===== config.mk =====
export PLATFORM = sky130hd
export DESIGN_NAME = ece_mul_cell
export DESIGN_NICKNAME = d
export VERILOG_FILES = /design/src/rtl/ece_pkg.sv /design/src/rtl/ece_mul_cell.sv
export SDC_FILE = /design/constraint.sdc
export NUM_CORES = 2
export LEC_CHECK = 0
export BUFFER_PORTS_ARGS = -buffer_cell sky130_fd_sc_hd__buf_2
export CAP_MARGIN = 25
export CORE_ASPECT_RATIO = 0.9
export CORE_MARGIN = 2
export CORE_UTILIZATION = 40
export DETAILED_ROUTE_END_ITERATION = 10
export HOLD_SLACK_MARGIN = 0.1
export SLEW_MARGIN = 20
export SYNTH_ARGS = -nofsm -noshare
export SYNTH_HDL_FRONTEND = slang
export SYNTH_SLANG_ARGS = --single-unit

===== constraint.sdc =====
create_clock -name clk_i -period 15.22 [get_ports clk_i]
set_clock_uncertainty 0.15 [all_clocks]
set_input_delay 3.044 -clock clk_i [delete_from_list [all_inputs] [get_ports clk_i]]
set_output_delay 3.044 -clock clk_i [all_outputs]
set_load 0.01 [all_outputs]

===== src/rtl/ece_pkg.sv =====
// Shared types and constants of the easing curve evaluator.
// Fixed-point formats, curve codes and the sine polynomial coefficients.
// No dependencies.
package ece_pkg;

  // Working precision: signed Q.30 values in a 34-bit datapath
  localparam int D_W = 34;
  localparam int QB = 30;
  localparam logic signed [D_W-1:0] QONE = D_W'(1) <<< QB;

  // Output format and bus width
  localparam int OUT_W = 25;
  localparam int OUT_TDATA_W = ((OUT_W + 7) / 8) * 8;
  localparam int KIND_W = 4;

  // Default widths of the input fields
  localparam int PFB_DEF = 16;
  localparam int DB_DEF = 24;

  // Square root datapath
  localparam int SQ_W = 62;
  localparam int SQ_STEPS = 31;

  // Back-out overshoot constants s and s+1 in Q.30
  localparam logic signed [D_W-1:0] BACK_S = 34'sd1827057613;
  localparam logic signed [D_W-1:0] BACK_S1 = 34'sd2900799437;

  // Taylor coefficients of sin(pi x / 2), highest order first
  localparam logic signed [D_W-1:0] SINE_COEF [7] = '{
    34'sd61, -34'sd3864, 34'sd172272, -34'sd5026995,
    34'sd85569306, -34'sd693598668, 34'sd1686629713
  };

  // Curve codes
  localparam logic [KIND_W-1:0] K_LINEAR     = 4'd0;
  localparam logic [KIND_W-1:0] K_SINE_INOUT = 4'd1;
  localparam logic [KIND_W-1:0] K_HALF_SINE  = 4'd2;
  localparam logic [KIND_W-1:0] K_BACK_OUT   = 4'd3;
  localparam logic [KIND_W-1:0] K_CIRC_IN    = 4'd4;
  localparam logic [KIND_W-1:0] K_CIRC_OUT   = 4'd5;
  localparam logic [KIND_W-1:0] K_CUBIC_IN   = 4'd6;
  localparam logic [KIND_W-1:0] K_CUBIC_OUT  = 4'd7;
  localparam logic [KIND_W-1:0] K_QUINT_IN   = 4'd8;
  localparam logic [KIND_W-1:0] K_QUINT_OUT  = 4'd9;

  // Data carried along the chain with each item
  typedef struct packed {
    logic [KIND_W-1:0]       kind;
    logic signed [D_W-1:0]   distance;
    logic signed [D_W-1:0]   t;
    logic signed [D_W-1:0]   a;
    logic signed [D_W-1:0]   b;
  } side_t;

endpackage


===== src/rtl/ece_mul_cell.sv =====
// Multiply cell of the evaluator chain: a = round(ma * mb / 2^30) + c.
// Registers the item's side data with the new product. Uses ece_pkg.
module ece_mul_cell (
  input  logic                          clk_i,
  input  logic                          en_i,
  input  ece_pkg::side_t                side_i,
  input  logic signed [ece_pkg::D_W-1:0] ma_i,
  input  logic signed [ece_pkg::D_W-1:0] mb_i,
  input  logic signed [ece_pkg::D_W-1:0] c_i,
  output ece_pkg::side_t                side_o
);
  import ece_pkg::*;

  localparam logic signed [2*D_W-1:0] HALF = (2*D_W)'(1) <<< (QB - 1);

  logic signed [2*D_W-1:0] prod;
  logic signed [2*D_W-1:0] rnd;
  side_t side_d, side_q;

  // Round to nearest, ties up, then add the offset term
  always_comb begin
    prod = ma_i * mb_i;
    rnd = prod + HALF;
    side_d = side_i;
    side_d.a = D_W'(rnd >>> QB) + c_i;
  end

  // Hold while the chain is stalled
  always_ff @(posedge clk_i) begin
    if (en_i) begin
      side_q <= side_d;
    end
  end

  assign side_o = side_q;

endmodule


**Yosys cells after proc, flatten, opt, wreduce, memory -nomap -nowiden**

Index checks and enable logic that the tools add are counted.

- Input port bits: 244
- Memories kept: 0
- Memory bits (writable): 0
- Output and inout port bits: 140
- Bits in read-only memories: 0
- Bits in latches: 0
- Register bits after elaboration: 140

- Reductions and logical operators: 0
- Equality and inequality tests: 0
- Mux-type cells: 0
- Bitwise gates (word level): 0
- $mul: 1
- Add/sub/neg operators: 2
- Divide/modulo/power cells: 0
- Shifts and indexed selects: 0
- $lt $le $gt $ge: 0

Operators with widths:

| kind | number |
|---|---|
| 64-bit by 31-bit adder with 64-bit output, second input constant | 1 |
| 34-bit by 34-bit multiplier with 64-bit output | 1 |
| 34-bit adder | 1 |

**Depth between registers and ports, before layout**

- Depth after elaboration: 3
- Mapped depth: 41
- Gate-level depth less buffers: 40

**Worst setup path after synthesis**

Ideal clock, no wire load.

- Kind: input to register
- Start point: in mb_i[4] (netlist name)
- End point: reg side_q (netlist bit side_o[65]) (data pin)
- Slack: 2.995 ns
- Stages on the path: 37
- Path buffers: 2
- Required time: 14.810 ns
- Data arrival time: 11.815 ns
- Cell sequence: clkbuf_1 > clkbuf_1 > nand2_1 > fa_1 > fa_1 > inv_1 > fa_1 > inv_1 > fa_1 > inv_1 > fa_1 > inv_1 > fa_1 > inv_1 > fa_1 > inv_1 > fa_1 > inv_1 > ha_1 > a21oi_1 > o221ai_1 > a41o_1 > a211o_1 > nor2_1 > o21ai_1 > a211oi_1 > xnor2_1 > ha_1 > and3_1 > or4b_1 > o32ai_2 > a31o_1 > o2111ai_2 > a31oi_1 > o21a_1 > nor2_1 > xnor2_1

RTL lines:

| element | RTL line | text |
|---|---|---|
| from (decl) | ece_mul_cell.sv:8 | `input logic signed [ece_pkg::D_W-1:0] mb_i,` |
| to (signal assigned) | ece_mul_cell.sv:31 | `side_q <= side_d;` |
| to (decl) | ece_mul_cell.sv:18 | `side_t side_d, side_q;` |

==> out/qor.csv <==
metric;value;unit
syn_to_final_growth;8.60;%
setup_viol;0;
crit_buf_inv;6;
grt.overflow.total;0;
met1_usage;0.330;
final_common_cell;fa_1;
cts_buffers;17;
synthesis.area;0.0450;mm²
clk_pin_slew_worst_paths;0.06;ns
ctsResizeCount;0;
drt_iter0_drc;2291;
fin_setup_tns;0;ns
ys.flop_type;edfxtp_1;
post-route-min-period;13.81;ns
synth_cells;4582;
die_h;322;µm
numPortBuffers;349;
drt_pass1_iterations;6;
cap_violations;0;
synth_top_cell_area_share;0.531;
cts_hold_buf;0;
vias;31600;
synth-edff-count;140;
start_util;0.404;
crit_type;primary input to register;
layout_common_cells;fa_1 (1193), inv_1 (1163), nand2_1 (635);
synth.avg_cell_area;9.82;µm²
synth_nets;6245;
antenna_found_initial;11;
yosys_warnings;0;
place_hpwl;102000;µm
cts_max_level;4;
rows;116;
ant_nets;0;
hold_viol;0;
async_flop_share;0;
ctsLongestPathBuffers;2;
hold_class;primary input to register;
fill_cells;10800;
cts_setup_buffers;0;
cp-start-kind;primary input;
yosys.area.top_type;fa_1;
vias_per_cell;5.02;
crit_top_cell;fa_1;
slew_viol_final;0;
route.detailed.drc;0;
relSlewSlack;0.239;
nNetsFinal;6455;
yosysUniqueCellTypes;73;
core_area;0.111;mm²
largest_reg_flops;140;
critPathMaxStageDelay;0.83;ns
required;15.24;ns
outcome;completed;
worstPathArrival;13.83;ns
grt_util_met2;0.375;
post-route-period-util;0.907;
cts.sinks;140;
timing_worst_slew_pin_value;1.14;ns
cts_root_buf;clkbuf_16;
crit_path_top_delay_cell;buf_2;
seq_area_frac_synth;0.0935;
ys_seq_elements;140;
grt_pass1_vias;34100;
gr-usage-all-layers;0.232;
rsz0062_at_grt;false;
ios;384;
gp_congestion;0.882;
finalWirelength;129000;µm
die_w;357;µm
drive_gt1_frac;0.0939;
tritoncts;built;
wl_per_cell;20.5;µm
netlist_top_cells_area;fa_1 (53%), inv_1 (9.7%), edfxtp_1 (9.3%);
grt_max_degree;87;
fp.dieArea;0.115;mm²
busiest_layer;met2;
max_freq;72.4;MHz
critical_path.endpoint_type;register;
grt_pass1_wl;202000;µm
crit_family;adder cells;
met3_usage;0.0337;
path_max_fanout;34;
-- area by class of cell --
type | instances | area [µm²] | share of cell area
timing repair buffer | 407 | 2250 | 0.0462
clock buffer | 18 | 429 | 0.00879
tap | 1475 | 1850 | 0.0378
antenna | 4 | 10.0 | 0.000205
sequential | 140 | 4200 | 0.0861
multi-input combinational | 3062 | 35600 | 0.729
clock inverter | 14 | 144 | 0.00295
inverter | 1164 | 4370 | 0.0894
-- logic make-up after synthesis --
| logic type | synth area share |
|---|---|
| AOI/OAI and AO/OA | 0.0346 |
| xor gates and xnor gates | 0.0173 |
| adders and majority gates | 0.594 |
| buffers and inverters | 0.115 |
| DFF | 0.0935 |
| and+or+nand+nor | 0.146 |
-- synth_stat cells (all sizes together) (23+ instances only) --
library cell     n
fa            1193
inv           1163
nand2          635
and2           520
ha             226
clkbuf         214
edfxtp         140
xnor2           72
nor2            71
a21oi           68
a21o            30
o21ai           30
nand2b          23
-- final timing paths --
kind,from,end,depth (start not counted)
min,side_i[29],side_o[29]$_DFFE_PP_,1
max,mb_i[11],side_o[67]$_DFFE_PP_,36
-- metal layers --
metal / share of wire / up-vias
li1: - / 13600
met1: 0.43 / 16700
met3: 0.070 / 157
met5: 0.00020 / -
met2: 0.47 / 1066
met4: 0.028 / 4
-- metrics by stage --
step	worst slack (ns)	utilization	area (µm²)	hold slack, ns	std cells
after floorplan	3.00	-	45000	2.99	4582
after global placement	1.11	0.433	48200	3.07	6244
after detailed placement	1.03	0.433	48200	3.07	6245
after CTS	1.43	0.438	48800	2.63	6277
after global routing	1.05	0.439	48800	2.62	6283
final	1.41	0.439	48800	2.64	6284
Power is left out: the tool's default activity adds up to more than one toggle a clock period on the data nets, which glitch-free logic cannot reach.
