## src/rtl/ece_pkg.sv

```systemverilog
// Shared types and constants of the easing curve evaluator.
// Fixed-point formats, curve codes and the sine polynomial coefficients.
// No dependencies.
package ece_pkg;

  // Working precision: signed Q.30 values in a 34-bit datapath
  localparam int D_W = 34;
  localparam int QB = 30;
  localparam logic signed [D_W-1:0] QONE = D_W'(1) <<< QB;

  // Output format and bus width
  localparam int OUT_W = 25;
  localparam int OUT_TDATA_W = ((OUT_W + 7) / 8) * 8;
  localparam int KIND_W = 4;

  // Default widths of the input fields
  localparam int PFB_DEF = 16;
  localparam int DB_DEF = 24;

  // Square root datapath
  localparam int SQ_W = 62;
  localparam int SQ_STEPS = 31;

  // Back-out overshoot constants s and s+1 in Q.30
  localparam logic signed [D_W-1:0] BACK_S = 34'sd1827057613;
  localparam logic signed [D_W-1:0] BACK_S1 = 34'sd2900799437;

  // Taylor coefficients of sin(pi x / 2), highest order first
  localparam logic signed [D_W-1:0] SINE_COEF [7] = '{
    34'sd61, -34'sd3864, 34'sd172272, -34'sd5026995,
    34'sd85569306, -34'sd693598668, 34'sd1686629713
  };

  // Curve codes
  localparam logic [KIND_W-1:0] K_LINEAR     = 4'd0;
  localparam logic [KIND_W-1:0] K_SINE_INOUT = 4'd1;
  localparam logic [KIND_W-1:0] K_HALF_SINE  = 4'd2;
  localparam logic [KIND_W-1:0] K_BACK_OUT   = 4'd3;
  localparam logic [KIND_W-1:0] K_CIRC_IN    = 4'd4;
  localparam logic [KIND_W-1:0] K_CIRC_OUT   = 4'd5;
  localparam logic [KIND_W-1:0] K_CUBIC_IN   = 4'd6;
  localparam logic [KIND_W-1:0] K_CUBIC_OUT  = 4'd7;
  localparam logic [KIND_W-1:0] K_QUINT_IN   = 4'd8;
  localparam logic [KIND_W-1:0] K_QUINT_OUT  = 4'd9;

  // Data carried along the chain with each item
  typedef struct packed {
    logic [KIND_W-1:0]       kind;
    logic signed [D_W-1:0]   distance;
    logic signed [D_W-1:0]   t;
    logic signed [D_W-1:0]   a;
    logic signed [D_W-1:0]   b;
  } side_t;

endpackage

```

## src/rtl/ece_sqrt_cell.sv

```systemverilog
// One bit-pair step of the restoring integer square root.
// A row of these cells forms the root of the circular curves. Uses ece_pkg.
module ece_sqrt_cell #(
  parameter int STEP = 0
) (
  input  logic                         clk_i,
  input  logic                         en_i,
  input  ece_pkg::side_t               side_i,
  input  logic [ece_pkg::SQ_W-1:0]     n_i,
  input  logic [ece_pkg::SQ_W-1:0]     r_i,
  output ece_pkg::side_t               side_o,
  output logic [ece_pkg::SQ_W-1:0]     n_o,
  output logic [ece_pkg::SQ_W-1:0]     r_o
);
  import ece_pkg::*;

  localparam logic [SQ_W-1:0] BITV = SQ_W'(1) << (2 * (SQ_STEPS - 1 - STEP));

  logic [SQ_W-1:0] trial;
  logic [SQ_W-1:0] n_d, n_q, r_d, r_q;
  side_t side_q;

  // Subtract the trial value where it fits and set the result bit
  always_comb begin
    trial = r_i + BITV;
    if (n_i >= trial) begin
      n_d = n_i - trial;
      r_d = (r_i >> 1) + BITV;
    end else begin
      n_d = n_i;
      r_d = r_i >> 1;
    end
  end

  // Hold while the chain is stalled
  always_ff @(posedge clk_i) begin
    if (en_i) begin
      n_q <= n_d;
      r_q <= r_d;
      side_q <= side_i;
    end
  end

  assign side_o = side_q;
  assign n_o = n_q;
  assign r_o = r_q;

endmodule

```

## config.mk

```make
export PLATFORM = sky130hd
export DESIGN_NAME = ece_sqrt_cell
export DESIGN_NICKNAME = d
export VERILOG_FILES = /design/src/rtl/ece_pkg.sv /design/src/rtl/ece_sqrt_cell.sv
export SDC_FILE = /design/constraint.sdc
export NUM_CORES = 1
export LEC_CHECK = 0
export BUFFER_PORTS_ARGS = -buffer_cell sky130_fd_sc_hd__buf_2
export CELL_PAD_IN_SITES_DETAIL_PLACEMENT = 0
export CELL_PAD_IN_SITES_GLOBAL_PLACEMENT = 1
export CORE_AREA = 2 2 203 205
export CTS_BUF_LIST = sky130_fd_sc_hd__clkbuf_8
export DETAILED_ROUTE_END_ITERATION = 12
export DIE_AREA = 0 0 205 207
export PLACE_DENSITY = 0.8
export SETUP_SLACK_MARGIN = 0.3
export SLEW_MARGIN = 40
export SYNTH_ARGS = -nofsm -noshare
export SYNTH_HDL_FRONTEND = slang
export SYNTH_SLANG_ARGS = --single-unit
```

## constraint.sdc

```tcl
create_clock -name clk_i -period 4.8 [get_ports clk_i]
set_input_delay 0.96 -clock clk_i [delete_from_list [all_inputs] [get_ports clk_i]]
set_output_delay 0.96 -clock clk_i [all_outputs]
set_load 0.03 [all_outputs]
```

### After elaboration in Yosys (flattened, before gate mapping)

Index checks and enable logic that the tools add are counted.

| cells by class | value |
|---|---|
| $lt $le $gt $ge | 1 |
| muxes and demuxes | 2 |
| add/subtract/negate cells | 3 |

Operators by type and width:

| kind | count |
|---|---|
| adder 61 x 61 -> 62 bit (second input constant) | 1 |
| adder 62 x 61 -> 62 bit (second input constant) | 1 |
| >= comparator 62 bit | 1 |
| two-way mux 62 bit | 1 |
| subtractor 62 bit | 1 |
| two-way mux 61 bit | 1 |

| storage, ports and cells | value |
|---|---|
| logic and storage cells | 14 |
| register bits after elaboration | 264 |
| input port bits | 266 |

### Depth between registers and ports, before layout

| logic depth | value |
|---|---|
| word-level depth | 3 |
| gate-level depth with buffers | 15 |

### Worst setup path after synthesis

Ideal clock, no wire load.

| timing path | value |
|---|---|
| kind | input -> register |
| start | input port n_i[0] (netlist name) |
| end | register n_q[13], in the netlist n_o[13] (data pin) |
| stages | 14 |
| buffers on the path | 1 |
| setup slack | 0.953 ns |
| required time | 4.540 ns |
| setup time | 0.260 ns |
| arrival time | 3.586 ns |
| cell sequence | inv_1 ha_1 inv_1 fa_1 a211oi_2 o21ai_2 o2111ai_2 a211oi_1 or3b_4 and2_4 a31oi_4 nand2_2 buf_6 mux2_4 |

| between the ends | value |
|---|---|
| longest elaborated chain between the ends | 2 |
| elaborated cells on any way between the ends | 3 |
| classes of those cells | add/sub (1); order compare (1); mux (1) |

RTL lines:

| element | line | text |
|---|---|---|
| start, declared | ece_sqrt_cell.sv:9 | `input logic [ece_pkg::SQ_W-1:0] n_i,` |
| subtractor 62 bit / >= comparator 62 bit (equally long branches) | ece_sqrt_cell.sv:27, ece_sqrt_cell.sv:26 |  |
| two-way mux 62 bit * | ece_sqrt_cell.sv:26 | `if (n_i >= trial) begin` |
| via n_d[13] | ece_sqrt_cell.sv:20 | `logic [SQ_W-1:0] n_d, n_q, r_d, r_q;` |
| end signal, assigned | ece_sqrt_cell.sv:38 | `n_q <= n_d;` |
| end, declared | ece_sqrt_cell.sv:20 |  |

The timed path passes the listed nets; every way through them passes the cells marked *.
A chain may end at the register's enable or synchronous reset.

### Final worst setup path

| timing path | value |
|---|---|
| start | input port n_i[0] (netlist name) |
| end | register n_q[34], in the netlist n_o[34] (data pin) |

The elaborated chain is that of the path after synthesis.

==> results by group <==
Clock network
  • CTS tree: done
  • Worst-case clock buffer depth: 3
  • Number of H-tree levels: 2
  • Post-CTS resize count: 0
  • Post-CTS Setup Bufs: 0
  • Worst-path clk slew: roughly 0.060 ns
  • Num CTS Buffers: 47
  • CTS root buf: clkbuf_8
  • # clock sinks: 264
  • CTS Hold Bufs: 0

Global routing
  • Vias in the first global route: 10,640
  • First-pass GRT wire length: 66,490 microns
  • Initial antenna violation count: 11
  • Total GRT Usage: 0.2106
  • Pin count of the biggest net entering global routing: 71
  • Congestion Overflow GR: 0

Synth
  • Number of flops mapped to enable cells by yosys: 264
  • Cell taking the most area after synthesis: edfxtp_1
  • Ys flop type: edfxtp_1
  • Top post-synthesis cells by count: edfxtp_1, a21oi_1, nor2_1, inv_1, nand2_1
  • Post-Syn Nets: approximately 1,300
  • Unique masters post-synth: 66
  • Synthesized flop and latch total: 264
  • Synth async-reset ratio: 0
  • Synth area leaders: edfxtp_1, ha_1, a21oi_1, nor2_1, xnor2_1
  • Syn_area_per_cell: 12.51 sq um
  • Cell with the most instances after synthesis: edfxtp_1
  • Synth Instances: 1,017
  • Synth top area share: 0.6233
  • Synthesized area: 12,720 sq um
  • Register area share after synthesis: 0.6233
  • Synth Warn #: 0

Power
  • VDD IR max: 0.2361 mV
  • Power Density: between 300 and 400 nW/um^2
  • Pleak: 0.007486 uW

Die
  • DIE WIDTH: a little over 200 microns
  • Core area: slightly above 40,000 sq um
  • Starting Density: 0.3151
  • Die area: 42,440 sq um
  • Row cnt: 74
  • I/O pin total: 530
  • Die height: 207 microns

Placed design
  • Half-perimeter wire length after placement: 37,290 microns
  • Routability cong.: 0.9027
  • Placed cells: between 2,000 and 2,500
  • IO buf count: 529

STA
  • Final worst-path cycle share: 0.7957
  • Slew margin rel.: 0.6147
  • Post-Route Setup TNS: 0 ns
  • Fmax: 261.8 MHz
  • Final Hold Violating Endpoints: 0
  • Min Hold Slack: between 0.5 and 0.6 ns
  • Slew of the pin with the lowest slew margin: a little under 0.6 ns
  • Max-slew violation count: 0
  • Tmin final: 3.819 ns
  • Count of final setup violators: 0
  • RSZ-0062 raised after global routing: no

Setup path
  • Worst path arrival time: 4.14 ns
  • Req. time, crit path: 5.13 ns
  • CP max stage delay: 0.44 ns
  • Top delay family on crit path: compound AO/OA/AOI/OAI gates
  • CP max-delay cell: or3b_4
  • Most frequent CP cell: inv_1
  • CP Cell Sequence: buf_2, inv_1, ha_1, inv_1, fa_1, a211oi_2, o21ai_2, o2111ai_2, a211oi_1, or3b_4, and2_4, a31oi_4, nand2_4, buf_12, mux2_4
  • Critical path class: in -> reg
  • Crit end category: register
  • Buf/Inv on CP: 4
  • Worst setup SP type: input port
  • Worst-path fanout max: 70

Route
  • TritonRoute pass-1 iters: 5
  • Post-route DRC: 0
  • Routed wire length: 46,800 microns
  • DRT antenna net count: 0
  • Via density: 4.899
  • Routed WL per cell: roughly 22 microns
  • First DRT Iteration DRCs: 768
  • DR vias: roughly 11,000

Layout
  • Layout cell share with drive strength beyond 1: 0.3958
  • Final core utilization: 0.4199
  • Fillers: 3,981
  • Final std cells w/o fill: 2,160
  • Net count, final: 1,916
  • Area delta synth->final: 33.28%

Hold path
  • Min-Delay Path Class: in -> reg

Run status
  • Status: completed

Flow run
  • Max cap viols: 0
-- cell type report --
type,count,area (sq um),area share
repair buffers,549,2865,0.1690
well taps,532,665.6,0.03927
diodes,6,15.01,0.0008857
multi-input cells,648,4343,0.2562
inverters,77,289.0,0.01705
flip-flops and latches,264,7928,0.4677
clock inverters,37,198.9,0.01174
clock buffers,47,646.9,0.03816
-- layout by cell type, fill, tap and decap left out, drive strengths merged, types with 7 or more instances in the layout --
cell	count
nor3	10
o21ai	41
o21a	7
a21o	24
xnor2	36
nand3	20
buf	549
nor2	86
nor2b	7
clkbuf	47
a31oi	8
inv	94
mux2	17
xor2	21
o21bai	11
nand4	15
a21oi	127
nand2	71
ha	62
clkinv	16
a211oi	7
o211ai	8
and3	10
edfxtp	264
-- stage by stage --
step	power [uW]	cell area [sq um]	setup slack (ns)
4_1_cts	6594	16940	1.015
6_report	6519	16950	0.9806
5_1_grt	6809	16940	0.8473
3_5_place_dp	4608	16090	0.3658
2_1_floorplan	3986	12720	0.9534
3_3_place_gp	4593	16060	0.4327
-- flip-flops by register name, summed over array words and instances (netlist names) --
register and flops:
r_o 62, n_o 62, side_o 140
-- where the power goes --
group / internal [uW] / switching, uW / total [uW]
Sequential: 2810 / 63.7 / 2870
Clock: 972 / 981 / 1950
Combinational: 548 / 1140 / 1690
Total: 4330 / 2190 / 6520
-- routing by layer --
| layer | track usage | routed length (microns) |
|---|---|---|
| met1 | 0.2619 | 19270 |
| met2 | 0.3477 | 21870 |
| met3 | 0.06026 | 3933 |
| met4 | 0.07566 | 1647 |
| met5 | 0 | 84 |
-- path summary, 6_finish.rpt --
| check | cells past startpoint | slack (ns) | startpoint | endpoint |
|---|---|---|---|---|
| max | 15 | 0.98 | n_i[0] | n_o[34] |
| min | 1 | 0.53 | side_i[29] | side_o[29] |
-- kinds of logic after synthesis --
logic type,share of synthesized area
mux,0.02086
flops,0.6233
buf+inv,0.03561
fa+ha+maj,0.06257
simple gates,0.08716
xor+xnor,0.03925
compound gates,0.1312
(Power assumes the default switching activity.)
